===== src/hw/rtl/kmst_pkg.sv =====
// Shared constants and codes for the minimum spanning tree block.
package kmst_pkg;

    localparam int DEF_MAX_VERTICES = 32;
    localparam int DEF_MAX_EDGES    = 64;
    localparam int DEF_WEIGHT_BITS  = 16;
    localparam int VERTEX_RESET     = 32;

    typedef enum logic [1:0] {
        STATUS_TREE     = 2'd0,
        STATUS_NO_TREE  = 2'd1,
        STATUS_EMPTY    = 2'd2,
        STATUS_OVERFLOW = 2'd3
    } status_t;

endpackage


===== src/hw/rtl/kmst_edge_if.sv =====
// Edge input channel: one word per undirected weighted edge.
interface kmst_edge_if #(
    parameter int VW = 5,
    parameter int WB = kmst_pkg::DEF_WEIGHT_BITS
);
    logic          valid;
    logic          ready;
    logic [VW-1:0] edge_from;
    logic [VW-1:0] edge_to;
    logic [WB-1:0] edge_weight;
    logic          edge_last;

    modport source (output valid, edge_from, edge_to, edge_weight, edge_last, input ready);
    modport sink   (input valid, edge_from, edge_to, edge_weight, edge_last, output ready);
endinterface


===== src/hw/rtl/kmst_result_if.sv =====
// Result output channel: one word per tree edge or status.
interface kmst_result_if #(
    parameter int VW = 5
);
    logic          valid;
    logic          ready;
    logic [VW-1:0] tree_from;
    logic [VW-1:0] tree_to;
    logic [1:0]    status;
    logic          last_result;

    modport source (output valid, tree_from, tree_to, status, last_result, input ready);
    modport sink   (input valid, tree_from, tree_to, status, last_result, output ready);
endinterface


===== src/hw/rtl/kmst_cfg_if.sv =====
// Configuration write channel carrying the vertex count.
interface kmst_cfg_if #(
    parameter int CW = 6
);
    logic          valid;
    logic          ready;
    logic [CW-1:0] data;

    modport source (output valid, data, input ready);
    modport sink   (input valid, data, output ready);
endinterface


===== src/hw/rtl/kruskal_min_spanning_tree.sv =====
// Load: one edge word per cycle. After the last edge the block is busy and not ready:
// each selection pass reads every stored edge once, then checks the chosen edge, finds
// the set of each endpoint and merges them if they differ; at most one pass per stored edge plus a final pass.
// Results then leave one word at a time, each held until taken; a status result is a single word.
// Next graph is accepted the cycle after the final result word is taken.
// rst_n clears control, edge count and sets; the edge store needs no clearing.
module kruskal_min_spanning_tree #(
    parameter int MAX_VERTICES = kmst_pkg::DEF_MAX_VERTICES,
    parameter int MAX_EDGES    = kmst_pkg::DEF_MAX_EDGES,
    parameter int WEIGHT_BITS  = kmst_pkg::DEF_WEIGHT_BITS
) (
    input logic          clk,
    input logic          rst_n,
    kmst_cfg_if.sink     cfg,
    kmst_edge_if.sink    edges,
    kmst_result_if.source results
);
    import kmst_pkg::*;

    localparam int VW    = $clog2(MAX_VERTICES);
    localparam int CW    = VW + 1;
    localparam int EW    = (MAX_EDGES > 1) ? $clog2(MAX_EDGES) : 1;
    localparam int TW    = $clog2(MAX_EDGES + 1);
    localparam int WB    = WEIGHT_BITS;
    localparam int EDW   = WB + 2 * VW;
    localparam int KW    = EDW + EW;
    localparam int VC_RST = (VERTEX_RESET < MAX_VERTICES) ? VERTEX_RESET : MAX_VERTICES;

    typedef enum logic [7:0] {
        ST_IDLE   = 8'b0000_0001,
        ST_SCAN   = 8'b0000_0010,
        ST_CHECK  = 8'b0000_0100,
        ST_FIND_U = 8'b0000_1000,
        ST_FIND_V = 8'b0001_0000,
        ST_JOIN   = 8'b0010_0000,
        ST_EMIT   = 8'b0100_0000,
        ST_OUT    = 8'b1000_0000
    } state_t;

    state_t state_reg;
    logic [CW-1:0] vc_reg;
    logic [TW-1:0] total_reg;
    logic          ovf_reg;
    logic [VW-1:0] lbl_reg [MAX_VERTICES];
    logic [VW-1:0] taken_reg;
    logic [VW-1:0] emit_k_reg;
    logic [TW-1:0] rd_cnt_reg;
    logic          pipe_vld_reg;
    logic [EW-1:0] pipe_idx_reg;
    logic [KW-1:0] prev_key_reg;
    logic          have_prev_reg;
    logic [KW-1:0] best_key_reg;
    logic          have_best_reg;
    logic [VW-1:0] ru_reg;
    logic [VW-1:0] rv_reg;
    logic          out_vld_reg;
    logic [VW-1:0] out_from_reg;
    logic [VW-1:0] out_to_reg;
    status_t       out_status_reg;
    logic          out_last_reg;

    logic [EDW-1:0] edge_mem [MAX_EDGES];
    logic [EDW-1:0] edge_q_reg;
    logic [2*VW-1:0] res_mem [MAX_VERTICES-1];
    logic [2*VW-1:0] res_q;

    logic [CW-1:0] n_eff;
    logic [CW-1:0] n_m1;
    logic          in_acc;
    logic          in_range;
    logic          full;
    logic          mem_we;
    logic          ovf_next;
    logic [KW-1:0] cand_key;
    logic          cand_ok;
    logic [VW-1:0] best_u;
    logic [VW-1:0] best_v;
    logic [VW-1:0] lbl_addr;
    logic [VW-1:0] lbl_q;
    logic          issue;

    always_comb
    begin
        if (vc_reg == '0)
            n_eff = CW'(1);
        else if (vc_reg > CW'(MAX_VERTICES))
            n_eff = CW'(MAX_VERTICES);
        else
            n_eff = vc_reg;
    end

    assign n_m1     = n_eff - CW'(1);
    assign in_acc   = edges.valid && edges.ready;
    assign in_range = (CW'(edges.edge_from) < n_eff) && (CW'(edges.edge_to) < n_eff);
    assign full     = (total_reg == TW'(MAX_EDGES));
    assign mem_we   = in_acc && in_range && !full;
    assign ovf_next = ovf_reg || (in_acc && in_range && full);
    assign issue    = (state_reg == ST_SCAN) && (rd_cnt_reg < total_reg);

    // The edge index breaks ties so that every stored edge has a distinct key.
    assign cand_key = {edge_q_reg, pipe_idx_reg};
    assign cand_ok  = (!have_prev_reg || cand_key > prev_key_reg)
                   && (!have_best_reg || cand_key < best_key_reg);
    assign best_u   = best_key_reg[EW+2*VW-1:EW+VW];
    assign best_v   = best_key_reg[EW+VW-1:EW];
    assign lbl_addr = (state_reg == ST_FIND_U) ? best_u : best_v;
    assign lbl_q    = lbl_reg[lbl_addr];
    assign res_q    = res_mem[emit_k_reg];

    assign cfg.ready           = 1'b1;
    assign edges.ready         = (state_reg == ST_IDLE);
    assign results.valid       = out_vld_reg;
    assign results.tree_from   = out_from_reg;
    assign results.tree_to     = out_to_reg;
    assign results.status      = out_status_reg;
    assign results.last_result = out_last_reg;

    always_ff @(posedge clk)
    begin
        if (mem_we)
            edge_mem[total_reg[EW-1:0]] <= {edges.edge_weight, edges.edge_from, edges.edge_to};
        edge_q_reg <= edge_mem[rd_cnt_reg[EW-1:0]];
    end

    always_ff @(posedge clk)
    begin
        if (state_reg == ST_JOIN && ru_reg != rv_reg)
            res_mem[taken_reg] <= {best_u, best_v};
    end

    always_ff @(posedge clk or negedge rst_n)
    begin
        if (!rst_n)
        begin
            state_reg      <= ST_IDLE;
            vc_reg         <= CW'(VC_RST);
            total_reg      <= '0;
            ovf_reg        <= 1'b0;
            taken_reg      <= '0;
            emit_k_reg     <= '0;
            rd_cnt_reg     <= '0;
            pipe_vld_reg   <= 1'b0;
            have_prev_reg  <= 1'b0;
            have_best_reg  <= 1'b0;
            out_vld_reg    <= 1'b0;
            for (int i = 0; i < MAX_VERTICES; i++)
                lbl_reg[i] <= VW'(i);
        end
        else
        begin
            if (cfg.valid)
                vc_reg <= cfg.data;
            pipe_vld_reg <= issue;
            pipe_idx_reg <= rd_cnt_reg[EW-1:0];
            if (issue)
                rd_cnt_reg <= rd_cnt_reg + TW'(1);
            if (pipe_vld_reg && cand_ok)
            begin
                best_key_reg  <= cand_key;
                have_best_reg <= 1'b1;
            end

            unique case (state_reg)
                ST_IDLE:
                begin
                    if (in_acc)
                    begin
                        if (mem_we)
                            total_reg <= total_reg + TW'(1);
                        ovf_reg <= ovf_next;
                        if (edges.edge_last)
                        begin
                            out_from_reg <= '0;
                            out_to_reg   <= '0;
                            out_last_reg <= 1'b1;
                            if (ovf_next)
                            begin
                                out_status_reg <= STATUS_OVERFLOW;
                                out_vld_reg    <= 1'b1;
                                state_reg      <= ST_OUT;
                            end
                            else if (n_eff == CW'(1))
                            begin
                                out_status_reg <= STATUS_EMPTY;
                                out_vld_reg    <= 1'b1;
                                state_reg      <= ST_OUT;
                            end
                            else
                            begin
                                for (int i = 0; i < MAX_VERTICES; i++)
                                    lbl_reg[i] <= VW'(i);
                                taken_reg     <= '0;
                                rd_cnt_reg    <= '0;
                                have_prev_reg <= 1'b0;
                                have_best_reg <= 1'b0;
                                state_reg     <= ST_SCAN;
                            end
                        end
                    end
                end
                ST_SCAN:
                begin
                    if (!issue && !pipe_vld_reg)
                        state_reg <= ST_CHECK;
                end
                ST_CHECK:
                begin
                    if (!have_best_reg)
                    begin
                        // Edges exhausted before the tree spans all vertices.
                        out_from_reg   <= '0;
                        out_to_reg     <= '0;
                        out_status_reg <= STATUS_NO_TREE;
                        out_last_reg   <= 1'b1;
                        out_vld_reg    <= 1'b1;
                        state_reg      <= ST_OUT;
                    end
                    else
                    begin
                        prev_key_reg  <= best_key_reg;
                        have_prev_reg <= 1'b1;
                        if (CW'(best_u) >= n_eff || CW'(best_v) >= n_eff)
                        begin
                            rd_cnt_reg    <= '0;
                            have_best_reg <= 1'b0;
                            state_reg     <= ST_SCAN;
                        end
                        else
                            state_reg <= ST_FIND_U;
                    end
                end
                ST_FIND_U:
                begin
                    ru_reg    <= lbl_q;
                    state_reg <= ST_FIND_V;
                end
                ST_FIND_V:
                begin
                    rv_reg    <= lbl_q;
                    state_reg <= ST_JOIN;
                end
                ST_JOIN:
                begin
                    rd_cnt_reg    <= '0;
                    have_best_reg <= 1'b0;
                    state_reg     <= ST_SCAN;
                    if (ru_reg != rv_reg)
                    begin
                        for (int i = 0; i < MAX_VERTICES; i++)
                            if (lbl_reg[i] == rv_reg)
                                lbl_reg[i] <= ru_reg;
                        taken_reg <= taken_reg + VW'(1);
                        if (CW'(taken_reg) + CW'(1) == n_m1)
                        begin
                            emit_k_reg <= '0;
                            state_reg  <= ST_EMIT;
                        end
                    end
                end
                ST_EMIT:
                begin
                    out_from_reg   <= res_q[2*VW-1:VW];
                    out_to_reg     <= res_q[VW-1:0];
                    out_status_reg <= STATUS_TREE;
                    out_last_reg   <= (emit_k_reg + VW'(1) == taken_reg);
                    out_vld_reg    <= 1'b1;
                    state_reg      <= ST_OUT;
                end
                ST_OUT:
                begin
                    if (results.ready)
                    begin
                        out_vld_reg <= 1'b0;
                        if (out_last_reg)
                        begin
                            total_reg <= '0;
                            ovf_reg   <= 1'b0;
                            state_reg <= ST_IDLE;
                        end
                        else
                        begin
                            emit_k_reg <= emit_k_reg + VW'(1);
                            state_reg  <= ST_EMIT;
                        end
                    end
                end
                default:
                    state_reg <= ST_IDLE;
            endcase
        end
    end

`ifndef SYNTHESIS
    a_no_overlap: assert property (@(posedge clk) disable iff (!rst_n)
        results.valid |-> !edges.ready)
        else $error("result word pending while edges are accepted");

    a_final_to_idle: assert property (@(posedge clk) disable iff (!rst_n)
        (results.valid && results.ready && results.last_result) |=> edges.ready)
        else $error("block not idle after final result word");

    a_taken_bound: assert property (@(posedge clk) disable iff (!rst_n)
        (state_reg == ST_JOIN) |-> (CW'(taken_reg) < n_m1))
        else $error("taken edge count passed vertex count minus one");

    a_tree_payload: assert property (@(posedge clk) disable iff (!rst_n)
        (results.valid && results.status != STATUS_TREE) |->
        (results.tree_from == '0 && results.tree_to == '0 && results.last_result))
        else $error("status word carries endpoints or is not final");
`endif

endmodule


===== src/flat_wrapper.sv =====
// flat-port wrapper written by rule: the top's interface ports become plain ports
module kruskal_min_spanning_tree_flat import kmst_pkg::*;
#(
    parameter int MAX_VERTICES = kmst_pkg::DEF_MAX_VERTICES,
    parameter int MAX_EDGES    = kmst_pkg::DEF_MAX_EDGES,
    parameter int WEIGHT_BITS  = kmst_pkg::DEF_WEIGHT_BITS
)
  (clk, rst_n, cfg_valid, cfg_data, cfg_ready, edges_valid, edges_edge_from, edges_edge_to, edges_edge_weight, edges_edge_last, edges_ready, results_valid, results_tree_from, results_tree_to, results_status, results_last_result, results_ready);
  kmst_cfg_if cfg_i ();
  kmst_edge_if edges_i ();
  kmst_result_if results_i ();
  input logic clk;
  input logic rst_n;
  input wire logic [$bits(cfg_i.valid)-1:0] cfg_valid;
  input wire logic [$bits(cfg_i.data)-1:0] cfg_data;
  output wire logic [$bits(cfg_i.ready)-1:0] cfg_ready;
  input wire logic [$bits(edges_i.valid)-1:0] edges_valid;
  input wire logic [$bits(edges_i.edge_from)-1:0] edges_edge_from;
  input wire logic [$bits(edges_i.edge_to)-1:0] edges_edge_to;
  input wire logic [$bits(edges_i.edge_weight)-1:0] edges_edge_weight;
  input wire logic [$bits(edges_i.edge_last)-1:0] edges_edge_last;
  output wire logic [$bits(edges_i.ready)-1:0] edges_ready;
  output wire logic [$bits(results_i.valid)-1:0] results_valid;
  output wire logic [$bits(results_i.tree_from)-1:0] results_tree_from;
  output wire logic [$bits(results_i.tree_to)-1:0] results_tree_to;
  output wire logic [$bits(results_i.status)-1:0] results_status;
  output wire logic [$bits(results_i.last_result)-1:0] results_last_result;
  input wire logic [$bits(results_i.ready)-1:0] results_ready;
  assign cfg_i.valid = cfg_valid;
  assign cfg_i.data = cfg_data;
  assign cfg_ready = cfg_i.ready;
  assign edges_i.valid = edges_valid;
  assign edges_i.edge_from = edges_edge_from;
  assign edges_i.edge_to = edges_edge_to;
  assign edges_i.edge_weight = edges_edge_weight;
  assign edges_i.edge_last = edges_edge_last;
  assign edges_ready = edges_i.ready;
  assign results_valid = results_i.valid;
  assign results_tree_from = results_i.tree_from;
  assign results_tree_to = results_i.tree_to;
  assign results_status = results_i.status;
  assign results_last_result = results_i.last_result;
  assign results_i.ready = results_ready;
  kruskal_min_spanning_tree #(.MAX_VERTICES(MAX_VERTICES), .MAX_EDGES(MAX_EDGES), .WEIGHT_BITS(WEIGHT_BITS)) u_core (.clk(clk), .rst_n(rst_n), .cfg(cfg_i), .edges(edges_i), .results(results_i));
endmodule

===== config.mk =====
export PLATFORM = sky130hd
export DESIGN_NAME = kruskal_min_spanning_tree_flat
export DESIGN_NICKNAME = d
export VERILOG_FILES = /design/src/hw/rtl/kmst_pkg.sv /design/src/hw/rtl/kmst_edge_if.sv /design/src/hw/rtl/kmst_result_if.sv /design/src/hw/rtl/kmst_cfg_if.sv /design/src/hw/rtl/kruskal_min_spanning_tree.sv /design/src/flat_wrapper.sv
export SDC_FILE = /design/constraint.sdc
export NUM_CORES = 2
export LEC_CHECK = 0
export ABC_AREA = 1
export BUFFER_PORTS_ARGS = -buffer_cell sky130_fd_sc_hd__buf_2
export CAP_MARGIN = 10
export CORE_MARGIN = 2
export CORE_UTILIZATION = 40
export CTS_CLUSTER_DIAMETER = 120
export DETAILED_ROUTE_END_ITERATION = 7
export PLACE_DENSITY = 0.53
export SLEW_MARGIN = 25
export SYNTH_ARGS = -nofsm -noshare
export SYNTH_HDL_FRONTEND = slang
export SYNTH_SLANG_ARGS = --single-unit

===== constraint.sdc =====
create_clock -name clk -period 5.6 [get_ports clk]
set_input_delay 0.28 -clock clk [delete_from_list [all_inputs] [get_ports clk]]
set_output_delay 0.28 -clock clk [all_outputs]
set_load 0.05 [all_outputs]

==> results.json <==
{
  "min_path_type": "in -> reg",
  "die_x_um": 494,
  "fin_crit_ns": 4.71,
  "drt_iter0_markers": 6457,
  "fp.dieH_um": 494,
  "gp_congestion": 0.863,
  "ir_worst_vdd_uv": 316,
  "synth_edf_count": 2067,
  "cts-root-buf": "clkbuf_16",
  "io_buffers": 52,
  "grt_max_degree": 194,
  "rsz0062_at_grt": "false",
  "ys.flop_type": "edfxtp_1",
  "p_sw_mw": 12.6,
  "crit_type": "reg -> reg",
  "cts_buffers": 234,
  "largest_register_ffs": 1664,
  "ant_nets": 0,
  "worstSkewPairLatency_ns": 0.90,
  "path_clk_slew_ns": 0.06,
  "slew_headroom_pct": 28.0,
  "critPathMostFrequentCell": "nand2_1",
  "p_leak_nw": 36.8,
  "finalSetupTns_ns": 0,
  "nNetsFinal": 7865,
  "hold_violations": 0,
  "end_kind": "register",
  "combPwrFrac_pct": 16.8,
  "cts_tree": "done",
  "drive_gt1_share_pct": 10.1,
  "via_per_inst": 5.74,
  "final_cells": 11100,
  "area_growth_pct": 12.4,
  "grt_pass1_wl_um": 420000,
  "critPathLaunchType": "register",
  "wire_per_inst_um": 25.9,
  "fin_crit_sh_pct": 84.0,
  "p_sw_share_pct": 29.4,
  "track_usage_pct": 23.1,
  "cp_slowest_cell": "nor2_4",
  "synth-async-reset-ratio_pct": 8.84,
  "fin_worst_skew_ns": 0.0778,
  "num_vias": 63800,
  "firstDrtPassIters": 5,
  "internal_power_mw": 30.2,
  "syn-cell-area_um2": 96000,
  "path_max_fanout": 26,
  "cts_resized": 0,
  "arrival_ns": 5.19,
  "grt_overflow": 0,
  "ios": 54,
  "placed_cell_area_um2": 100000,
  "synth_seq_cells": 2296,
  "report.final.slew_viol_count": 0,
  "maxCapViolations": 0,
  "worstPathRequired_ns": 6.09,
  "max_clock_freq_mhz": 212,
  "htree_levels": 4,
  "worst_path_largest_cell_delay_ns": 0.89,
  "power_frac_seq_pct": 47.1,
  "synth.avg_cell_area_um2": 12.3,
  "synth_fp_nets": 7941,
  "row_count": 179,
  "clock_sinks": 2296,
  "cts.path.max_buffers": 3,
  "antenna_found_initial": 15,
  "initial_core_util_pct": 40.3,
  "post-place-cells": 10600,
  "setup_viol": 0,
  "stdcell_area_um2": 108000,
  "utilization_pct": 45.3,
  "grt_pass1_vias": 61100,
  "worstPathCellList": "nor2_1, nand3_1, nand2_1, nand2_1, ha_1, nand2_1, inv_1, o21ai_0, a21oi_1, nor3b_1, nand3b_1, nor2_1, nand2_1, nor2_4",
  "drc": 0,
  "wl_um": 287000,
  "tightest_slew_ns": 1.08,
  "power_density_nw_per_um2": 396,
  "dieArea_um2": 244000,
  "ys_warn_count": 0,
  "core_um2": 238000,
  "syn-instance-count": 7806,
  "status": "finished clean",
  "synth_cell_types": 57,
  "synth-seq-area-share_pct": 70.6,
  "pwr-share-clk_pct": 36.1,
  "dp_hpwl_um": 164000
}
## cell usage after synthesis (all sizes together) (44+ instances only)
cell | count | area share [%]
inv | 278 | 1.1
ha | 97 | 1.3
o211ai | 156 | 1.2
xor2 | 44 | 0.40
nand3 | 358 | 2.0
dfstp | 82 | 2.2
o221ai | 365 | 3.3
a21oi | 193 | 1.1
xnor2 | 98 | 0.89
o22ai | 123 | 0.80
nand4 | 194 | 1.3
dfrtp | 121 | 3.2
buf | 125 | 0.63
nor2 | 1090 | 4.3
nand2 | 906 | 3.6
edfxtp | 2067 | 65
o21ai | 934 | 4.9
clkbuf | 409 | 1.6
## final cells by class
class	count	area, µm²
Sequential cell	2296	67800
Inverter	285	1100
Fill cell	21600	130000
Antenna cell	6	15.0
Timing Repair Buffer	222	1980
Tap cell	3167	3960
Multi-Input combinational cell	4691	25600
Clock inverter	136	1320
Clock buffer	298	6150
## kinds of logic after synthesis
| group | Yosys count | share of synthesized area, % |
|---|---|---|
| adders and majority gates | 97 | 1.26 |
| buffers and inverters | 819 | 3.34 |
| xor gates and xnor gates | 142 | 1.30 |
| other | 1 | 0.00391 |
| and+or+nand+nor | 2613 | 11.6 |
| muxes | 4 | 0.0456 |
| AOI/OAI and AO/OA | 1834 | 11.9 |
| DFF | 2296 | 70.6 |
## power groups by stage
stage,registers (mW),clock network (mW),logic (mW)
3_3_place_gp,20.5,0,7.04
2_1_floorplan,20.3,0,4.45
3_5_place_dp,20.5,0,7.14
4_1_cts,20.1,15.7,7.18
6_report,20.1,15.4,7.20
5_1_grt,20.2,16.3,7.90
## worst max-delay path: cells and delay by family, from the launching register on
kind,cells,cell delay (ns)
AND/OR/NAND/NOR,10,3.17
flip-flops,1,0.43
adder cells (fa/ha/maj),1,0.36
AO/OA/AOI/OAI,2,0.28
buffers and inverters,1,0.03
## worst paths after layout
kind                                    startpoint                      end  slack (ns)  depth (start not counted)
max in group asynchronous                    rst_n      u_core.lbl_reg[131]        3.81                          4
min                             edges_edge_from[1]    u_core.edge_mem[5][6]        0.08                          2
min in group asynchronous                    rst_n         u_core.vc_reg[3]        0.48                          3
min reg2reg                u_core.best_key_reg[26]  u_core.prev_key_reg[26]        0.45                          0
max reg2reg                       u_core.vc_reg[2]  u_core.edge_mem[47][14]        0.89                         14
max                               u_core.vc_reg[2]  u_core.edge_mem[47][14]        0.89                         14
## per-layer routing
metal	GRT usage (%)	vias up	part of all wire, %
met2	36.0	2417	46
met5	0	-	0.0097
li1	-	28800	-
met1	33.4	32200	44
met3	3.63	394	7.2
met4	6.98	4	2.8
## what timing repair did
item,in CTS,in global routing
buffers inserted,0,0
endpoints found under the hold margin,167,0
hold buffers,24,0
## metrics by stage
| stage | hold slack (ns) | setup WS, ns | power, mW |
|---|---|---|---|
| floorplan | -0.0156 | 1.39 | 24.8 |
| global placement | 0.304 | 0.981 | 27.5 |
| detailed placement | 0.307 | 1.03 | 27.6 |
| CTS | 0.0511 | 0.976 | 43.0 |
| global route | 0.0362 | 0.699 | 44.4 |
| finish | 0.0816 | 0.893 | 42.8 |
## cells in the final DEF (no fill, tap or decap), types with 26 or more instances in the layout
cell,count
clkbuf_1,60
o22ai_1,123
dfstp_2,82
a21oi_1,171
nand3_2,34
nor2_4,63
edfxtp_1,2067
o211ai_1,156
nor2_1,1007
ha_1,97
buf_4,120
dfxtp_1,26
xnor2_1,98
xor2_1,44
nand3_1,324
inv_1,267
clkbuf_16,235
o221ai_1,365
clkinv_2,39
nand4_1,193
nand2_1,899
dfrtp_1,114
buf_2,50
clkinv_1,60
o21ai_0,916
(Power assumes the default switching activity.)
